--- src/hw/rtl/eacd_pkg.sv ---
`timescale 1ns / 1ps

package eacd_pkg;

  // Default sizes of the time surfaces
  localparam int MAX_WIDTH_DEF  = 512;
  localparam int MAX_HEIGHT_DEF = 512;
  localparam int STAMP_BITS_DEF = 32;

  // Field and register widths
  localparam int STAMP_W        = 32;
  localparam int WIN_BITS       = 32;
  localparam int DIM_BITS       = 10;
  localparam int MARGIN_BITS    = 7;
  localparam int POS_BITS       = 9;
  localparam int COORD_BITS     = 12;
  localparam int CFG_DATA_BITS  = 32;
  localparam int CFG_INDEX_BITS = 2;
  localparam int RIDX_BITS      = 5;

  // Register reset values
  localparam logic [WIN_BITS-1:0]    FILTER_WINDOW_RST = 32'd50000;
  localparam logic [DIM_BITS-1:0]    ACTIVE_WIDTH_RST  = 10'd346;
  localparam logic [DIM_BITS-1:0]    ACTIVE_HEIGHT_RST = 10'd260;
  localparam logic [MARGIN_BITS-1:0] BORDER_MARGIN_RST = 7'd5;

  // Outer ring radius; the border check never uses a margin below it
  localparam logic [MARGIN_BITS-1:0] RING_RADIUS = 7'd4;

  // Ring sizes and size windows
  localparam logic [RIDX_BITS-1:0] SMALL_N   = 5'd16;
  localparam logic [RIDX_BITS-1:0] LARGE_N   = 5'd20;
  localparam logic [RIDX_BITS-1:0] SMALL_MIN = 5'd4;
  localparam logic [RIDX_BITS-1:0] SMALL_MAX = 5'd6;
  localparam logic [RIDX_BITS-1:0] LARGE_MIN = 5'd5;
  localparam logic [RIDX_BITS-1:0] LARGE_MAX = 5'd8;

  // Ring offsets, counterclockwise from straight down
  localparam logic signed [3:0] SMALL_DX [16] =
    '{0, 1, 2, 3, 3, 3, 2, 1, 0, -1, -2, -3, -3, -3, -2, -1};
  localparam logic signed [3:0] SMALL_DY [16] =
    '{3, 3, 2, 1, 0, -1, -2, -3, -3, -3, -2, -1, 0, 1, 2, 3};
  localparam logic signed [3:0] LARGE_DX [20] =
    '{0, 1, 2, 3, 4, 4, 4, 3, 2, 1, 0, -1, -2, -3, -4, -4, -4, -3, -2, -1};
  localparam logic signed [3:0] LARGE_DY [20] =
    '{4, 4, 3, 2, 1, 0, -1, -2, -3, -4, -4, -4, -3, -2, -1, 0, 1, 2, 3, 4};

  // Configuration register indexes
  typedef enum logic [CFG_INDEX_BITS-1:0] {
    REG_FILTER_WINDOW,
    REG_ACTIVE_WIDTH,
    REG_ACTIVE_HEIGHT,
    REG_BORDER_MARGIN
  } cfg_reg_t;

  // Event request
  typedef struct packed {
    logic [STAMP_W-1:0]  stamp;
    logic [POS_BITS-1:0] col;
    logic [POS_BITS-1:0] row;
    logic                polarity;
  } in_req_t;

  // Result request
  typedef struct packed {
    logic                accepted;
    logic                corner;
    logic [POS_BITS-1:0] out_col;
    logic [POS_BITS-1:0] out_row;
  } out_rsp_t;

  // Corner test command and response
  typedef struct packed {
    logic                start;
    logic [POS_BITS-1:0] col;
    logic [POS_BITS-1:0] row;
    logic                pol;
  } arc_cmd_t;

  typedef struct packed {
    logic done;
    logic corner;
  } arc_rsp_t;

  // Ring index step with wrap
  function automatic logic [RIDX_BITS-1:0] ring_inc(input logic [RIDX_BITS-1:0] i,
                                                     input logic [RIDX_BITS-1:0] n);
    ring_inc = (i == n - 5'd1) ? '0 : i + 5'd1;
  endfunction

  function automatic logic [RIDX_BITS-1:0] ring_dec(input logic [RIDX_BITS-1:0] i,
                                                     input logic [RIDX_BITS-1:0] n);
    ring_dec = (i == '0) ? n - 5'd1 : i - 5'd1;
  endfunction

endpackage

--- src/hw/rtl/eacd_arc.sv ---
`timescale 1ns / 1ps

module eacd_arc #(
  parameter int MAX_WIDTH  = eacd_pkg::MAX_WIDTH_DEF,
  parameter int MAX_HEIGHT = eacd_pkg::MAX_HEIGHT_DEF,
  parameter int STAMP_BITS = eacd_pkg::STAMP_BITS_DEF,
  localparam int CW = $clog2(MAX_WIDTH),
  localparam int RW = $clog2(MAX_HEIGHT),
  localparam int SW = (STAMP_BITS < 32) ? STAMP_BITS : 32
) (
  input  logic                 clk,
  input  logic                 rst_n,
  input  eacd_pkg::arc_cmd_t   cmd,
  output eacd_pkg::arc_rsp_t   rsp,
  output logic [CW+RW:0]       rd_addr,
  input  logic [SW-1:0]        rd_data
);
  import eacd_pkg::*;

  typedef enum logic [3:0] {
    S_IDLE, S_MAX, S_MAXL, S_LRD, S_RRD, S_RWT, S_BR, S_CHK, S_SEG, S_MIN, S_END
  } arc_state_t;

  arc_state_t           state_r;
  logic                 large_r;
  logic [POS_BITS-1:0]  col_r, row_r;
  logic                 pol_r;
  logic [RIDX_BITS-1:0] idx_r, rd_idx_r, top_r, li_r, ri_r, step_r, size_r;
  logic [SW-1:0]        seg_r, lv_r, rv_r, lmin_r, rmin_r, new_r;
  logic                 side_r, ok_r, done_r, corner_r;

  logic [RIDX_BITS-1:0] n_c, min_c, max_c, ai, nidx, top_cur;
  logic signed [3:0]    dx, dy;
  logic [COORD_BITS-1:0] x, y;
  logic [SW-1:0]        cmp_a, cmp_b, curv, curmin;
  logic                 gt, checked, pass;

  // Ring constants
  always_comb begin
    n_c   = large_r ? LARGE_N   : SMALL_N;
    min_c = large_r ? LARGE_MIN : SMALL_MIN;
    max_c = large_r ? LARGE_MAX : SMALL_MAX;
  end

  assign curv   = side_r ? rv_r : lv_r;
  assign curmin = side_r ? rmin_r : lmin_r;

  // Shared comparator and its operand select
  always_comb begin
    unique case (state_r)
      S_MAX, S_MAXL: begin cmp_a = rd_data; cmp_b = seg_r;  end
      S_BR:          begin cmp_a = rv_r;    cmp_b = lv_r;   end
      S_CHK:         begin cmp_a = seg_r;   cmp_b = curv;   end
      S_SEG:         begin cmp_a = seg_r;   cmp_b = curmin; end
      S_MIN:         begin cmp_a = curmin;  cmp_b = new_r;  end
      default:       begin cmp_a = '0;      cmp_b = '0;     end
    endcase
  end
  assign gt = cmp_a > cmp_b;

  assign nidx    = gt ? ring_inc(ri_r, n_c) : ring_dec(li_r, n_c);
  assign top_cur = (rd_idx_r == '0 || gt) ? rd_idx_r : top_r;
  assign checked = step_r >= min_c;
  assign pass    = (size_r <= max_c) ||
                   ((size_r >= n_c - max_c) && (size_r <= n_c - min_c));

  // Ring point address
  always_comb begin
    unique case (state_r)
      S_MAX:   ai = idx_r;
      S_LRD:   ai = li_r;
      S_BR:    ai = nidx;
      default: ai = ri_r;
    endcase
    dx = large_r ? LARGE_DX[ai] : SMALL_DX[ai[3:0]];
    dy = large_r ? LARGE_DY[ai] : SMALL_DY[ai[3:0]];
    x  = COORD_BITS'(col_r) + {{(COORD_BITS-4){dx[3]}}, dx};
    y  = COORD_BITS'(row_r) + {{(COORD_BITS-4){dy[3]}}, dy};
  end
  assign rd_addr = {pol_r, y[RW-1:0], x[CW-1:0]};

  // Sequencer
  always_ff @(posedge clk) begin
    if (!rst_n) begin
      state_r <= S_IDLE;
      done_r  <= 1'b0;
    end else begin
      done_r <= 1'b0;
      unique case (state_r)
        S_IDLE: begin
          if (cmd.start) begin
            col_r    <= cmd.col;
            row_r    <= cmd.row;
            pol_r    <= cmd.pol;
            large_r  <= 1'b0;
            idx_r    <= '0;
            rd_idx_r <= '0;
            state_r  <= S_MAX;
          end
        end
        // newest point on the ring, reads pipelined one per cycle
        S_MAX: begin
          if (idx_r != '0) begin
            if (rd_idx_r == '0 || gt) begin
              seg_r <= rd_data;
              top_r <= rd_idx_r;
            end
          end
          rd_idx_r <= idx_r;
          if (idx_r == n_c - 5'd1) state_r <= S_MAXL;
          else idx_r <= idx_r + 5'd1;
        end
        S_MAXL: begin
          if (rd_idx_r == '0 || gt) seg_r <= rd_data;
          top_r   <= top_cur;
          li_r    <= ring_dec(top_cur, n_c);
          ri_r    <= ring_inc(top_cur, n_c);
          state_r <= S_LRD;
        end
        S_LRD: state_r <= S_RRD;
        S_RRD: begin
          lv_r    <= rd_data;
          lmin_r  <= rd_data;
          state_r <= S_RWT;
        end
        S_RWT: begin
          rv_r    <= rd_data;
          rmin_r  <= rd_data;
          step_r  <= 5'd1;
          size_r  <= min_c;
          state_r <= S_BR;
        end
        // grow the arc on the side with the newer neighbor
        S_BR: begin
          side_r <= gt;
          if (gt) ri_r <= nidx;
          else li_r <= nidx;
          state_r <= S_CHK;
        end
        S_CHK: begin
          ok_r  <= !checked || !gt;
          if (checked && !gt) size_r <= step_r + 5'd1;
          new_r   <= rd_data;
          state_r <= S_SEG;
        end
        S_SEG: begin
          if (ok_r && gt) seg_r <= curmin;
          state_r <= S_MIN;
        end
        S_MIN: begin
          if (side_r) begin
            rv_r <= new_r;
            if (gt) rmin_r <= new_r;
          end else begin
            lv_r <= new_r;
            if (gt) lmin_r <= new_r;
          end
          if (step_r == n_c - 5'd1) state_r <= S_END;
          else begin
            step_r  <= step_r + 5'd1;
            state_r <= S_BR;
          end
        end
        // verdict; small ring pass goes on to the large ring
        S_END: begin
          if (!large_r && pass) begin
            large_r  <= 1'b1;
            idx_r    <= '0;
            rd_idx_r <= '0;
            state_r  <= S_MAX;
          end else begin
            done_r   <= 1'b1;
            corner_r <= pass && large_r;
            state_r  <= S_IDLE;
          end
        end
        default: state_r <= S_IDLE;
      endcase
    end
  end

  assign rsp.done   = done_r;
  assign rsp.corner = corner_r;

endmodule

--- config.mk ---
export PLATFORM = sky130hd
export DESIGN_NAME = eacd_arc
export DESIGN_NICKNAME = d
export VERILOG_FILES = /design/src/hw/rtl/eacd_pkg.sv /design/src/hw/rtl/eacd_arc.sv
export SDC_FILE = /design/constraint.sdc
export NUM_CORES = 1
export LEC_CHECK = 0
export ABC_AREA = 1
export BUFFER_PORTS_ARGS = -buffer_cell sky130_fd_sc_hd__clkbuf_2
export CORE_ASPECT_RATIO = 1.5
export CORE_UTILIZATION = 40
export CTS_BUF_LIST = sky130_fd_sc_hd__clkbuf_4
export CTS_CLUSTER_DIAMETER = 60
export DETAILED_ROUTE_END_ITERATION = 8
export GPL_TIMING_DRIVEN = 1
export PLACE_DENSITY = 0.64
export SYNTH_ARGS = -nofsm -noshare
export SYNTH_HDL_FRONTEND = slang
export SYNTH_SLANG_ARGS = --single-unit
--- constraint.sdc ---
create_clock -name clk -period 12.05 [get_ports clk]
set_input_delay 3.0125 -clock clk [delete_from_list [all_inputs] [get_ports clk]]
set_output_delay 3.0125 -clock clk [all_outputs]
set_load 0.005 [all_outputs]
==> results.md <==
- Status: finished, final reports clean
- CP dominant cell by count: nand2_1
- Post-synth top area cell: edfxtp_1
- Register bit total from synthesis: 255
- Clock Path Buffers: 3
- Slew Viols, Final: 0
- Final nets: 1711
- Global-route wire length before repair: 57.46 mm
- Post-Synth Adder-Cell Area: 6.515%
- Ys flop type: edfxtp_1
- Post-route setup slack: 1.063 ns
- Rows: 83
- DR vias/cell: 5.263
- Wire length on met2: 17.88 mm
- Final wirelength: approximately 35 mm
- Count of hold-fix buffers inserted at cts: 0
- Post-synthesis cell type count: 53
- Setup crit end kind: primary output
- Routed wl met3: 2.080 mm
- RSZ-0062 raised after global routing: false
- Vias: ~11000
- Die ar.: ~36000 um2
- Ys Warns: 0
- Post-CTS setup buffer count: 0
- Worst EP required: 9.04 ns
- Clock skew: between 0.06 and 0.07 ns
- Most frequent cells after synthesis: 430 x nand2_1, 250 x edfxtp_1, 125 x inv_1, 100 x o21ai_0, 79 x nor2_1
- FF-to-FF End: li_r[2]$_DFFE_PP_
- Asr flop ratio synth: 0%
- Period utilization: 91.18%
- Setup_tns: 0 ns
- Mapped Area: 14060 um2
- Most frequent cell after synthesis: nand2_1
- Post-synthesis mux area share: 0%
- Power, Total: 3.250 mW
- LEAKAGE: between 6 and 7 nW
- Tot GR Track Use: 20.48%
- CTS H-tree lvls: 3
- CP Class: in -> out
- Post-synth EDFFs: 250
- 1st-pass router iterations: 5
- Final ANT Viol Nets: 0
- Worst hold start: step_r[0]$_SDFFCE_PP1P_
- R2r worst-path depth: 32
- Synth top area cells: edfxtp_1 53%, nand2_1 11%, ha_1 6.2%, o21ai_0 3.6%, inv_1 3.3%
- VDD IR max: 0.0001087 V
- Synth-to-layout area growth: 12.69%
- Filler instances: 3310
- Detailed router's first-iteration violation count: between 600 and 700
- Worst-Margin Slew: 0.9360 ns
- Sequential fraction of the synthesis area: 54.11%
- Ports: 75
- Clock-pin slew on the worst setup and hold paths: 0.06 ns
- Chip Height: 231.6 um
- WL met1: around 14 mm
- Post-Syn Nets: 1607
- Min-delay worst type: reg -> reg
- Post-Synth Simple-Gate Area: between 10% and 20%
- Worst R2R Setup Slack: a little over 7 ns
- Share of layout cells above drive strength 1: ~17%
- Final GP Congestion: 0.8897
- Largest net degree at the start of global routing: 65
- Max-slew headroom: 37.02%
- Resize count post-CTS: 0
- Final setup vio count: 0
- PwrDens: roughly 210 nW/um2
- DR DRC count: 0
- WHS Path Cells: 1
- Max Cap Viol: 0
- Footprint of the multi-input gates: 5732 um2
- Max stage delay on crit path: 0.43 ns
- Hold Path Sink: step_r[0]$_SDFFCE_PP1P_
- CP arrival: approximately 8 ns
- TritonCTS clock tree: done
- Vias in the first global route: 11520
- Initial antenna violation count: 1
- Global route overflow: 0
- Core Util, Final: a little under half
- Total core area: around 34000 um2
- Crit-path slowest cell: fa_1
- Peak Freq: between 90 and 100 MHz
- Post-place setup slack: 1.109 ns
- Top routing layer in use: met4
- Synthesized instance count: 1481
- Compound-Gate Fraction of Synth Area: 12.50%
- Synth Area in XOR/XNOR: roughly 1.4%
- Hold Slack: 0.6088 ns
- Crit path launch type: input port
- Fin crit period: 10.99 ns
- Synthesized area per cell: 9.493 um2
- HPWL Detailed: 22.18 mm
- Worst-path fanout max: 15
- Die W: 155.1 um
- Clock sink count: 255
- Worst skew pair latency: 0.74 ns
- Wire length per cell: around 17 um
- Hold Fails Final Rpt: 0
- Num CTS Buffers: a little under 70
- Synth top area share: 53.40%
- Reg2Reg Launch Point: state_r[2]$_SDFFE_PN0P_
- CTS root buffer: clkbuf_4
- Flip-flop and latch area: 7607 um2
- Largest family of logic cells by synthesized area: simple AND/OR/NAND/NOR gates
- Starting density of the core: around two fifths
- Number of port buffers: 74
==> how the worst max path moves through the flow <==
stage / end / depth (start not counted) / slack, ns / start
final: rd_addr[8] / 42 / 1.06 / rd_data[14]
after global routing: rd_addr[8] / 42 / 0.53 / rd_data[14]
after CTS: rd_addr[8] / 42 / 1.08 / rd_data[14]
after detailed placement: rd_addr[8] / 42 / 1.11 / rd_data[14]
after global placement: rd_addr[8] / 37 / 1.25 / rd_data[23]
after floorplan: rd_addr[8] / 40 / 1.96 / rd_data[14]
==> flip-flops by register name (all words and copies together) (netlist names), 9 cells and up <==
name    count
lmin_r     32
lv_r       32
new_r      32
rmin_r     32
rv_r       32
seg_r      32
col_r       9
row_r       9
==> cells in the final DEF (no fill, tap or decap), drive strengths merged, types with 2 or more instances in the layout <==
| cell | n |
|---|---|
| a211oi | 26 |
| a21boi | 2 |
| a21o | 2 |
| a21oi | 73 |
| a221oi | 7 |
| a22oi | 17 |
| a31oi | 2 |
| buf | 20 |
| clkbuf | 173 |
| clkinv | 16 |
| dfxtp | 5 |
| edfxtp | 250 |
| fa | 2 |
| ha | 70 |
| inv | 143 |
| nand2 | 447 |
| nand3 | 72 |
| nand3b | 3 |
| nand4 | 9 |
| nor2 | 97 |
| nor3 | 6 |
| nor4 | 4 |
| o2111ai | 14 |
| o211ai | 28 |
| o21a | 3 |
| o21ai | 107 |
| o22ai | 2 |
| xnor2 | 2 |
| xor2 | 21 |
==> metal layers <==
layer / track usage (%) / up-vias
li1: - / 5378
met1: 22.31 / 5216
met2: 36.97 / 365
met3: 3.515 / 88
met4: 12.19 / 0
met5: 0 / -
==> critical path: cells and delay by family <==
family / cells / cell delay (ns)
adder cells (fa/ha/maj): 3 / 1.00
buffers and inverters: 8 / 0.73
XOR/XNOR: 1 / 0.22
AO/OA/AOI/OAI: 6 / 0.82
AND/OR/NAND/NOR: 24 / 2.19
==> metrics by stage <==
| step | area, um2 | cells |
|---|---|---|
| global placement | 15000 | 1981 |
| floorplan | 14060 | 1481 |
| detailed placement | 15000 | 1981 |
| CTS | 15840 | 2098 |
| global route | 15840 | 2099 |
| finish | 15840 | 2099 |
==> cell families (layout without fill, tap and decap cells) <==
kind of cell    count (synthesis)  after routing
other cells                     0              1
simple gates                  640            640
fa+ha+maj                      72             72
flops                         255            255
xor+xnor                       23             23
compound gates                287            287
buf+inv                       204            354
==> layout make-up <==
cell class	count	area share, %
Sequential cell	255	48.02
Multi-Input combinational cell	1022	36.18
Clock buffer	99	4.691
Tap cell	467	3.688
Inverter	143	3.404
Timing Repair Buffer	94	3.364
Clock inverter	18	0.6397
Antenna cell	1	0.01580
==> where the power goes <==
part	switching (mW)	internal, mW
Sequential	0.0328	1.09
Clock	0.363	0.398
Combinational	0.875	0.497
Total	1.27	1.98
Note: power is estimated with default switching activity, not from simulation.
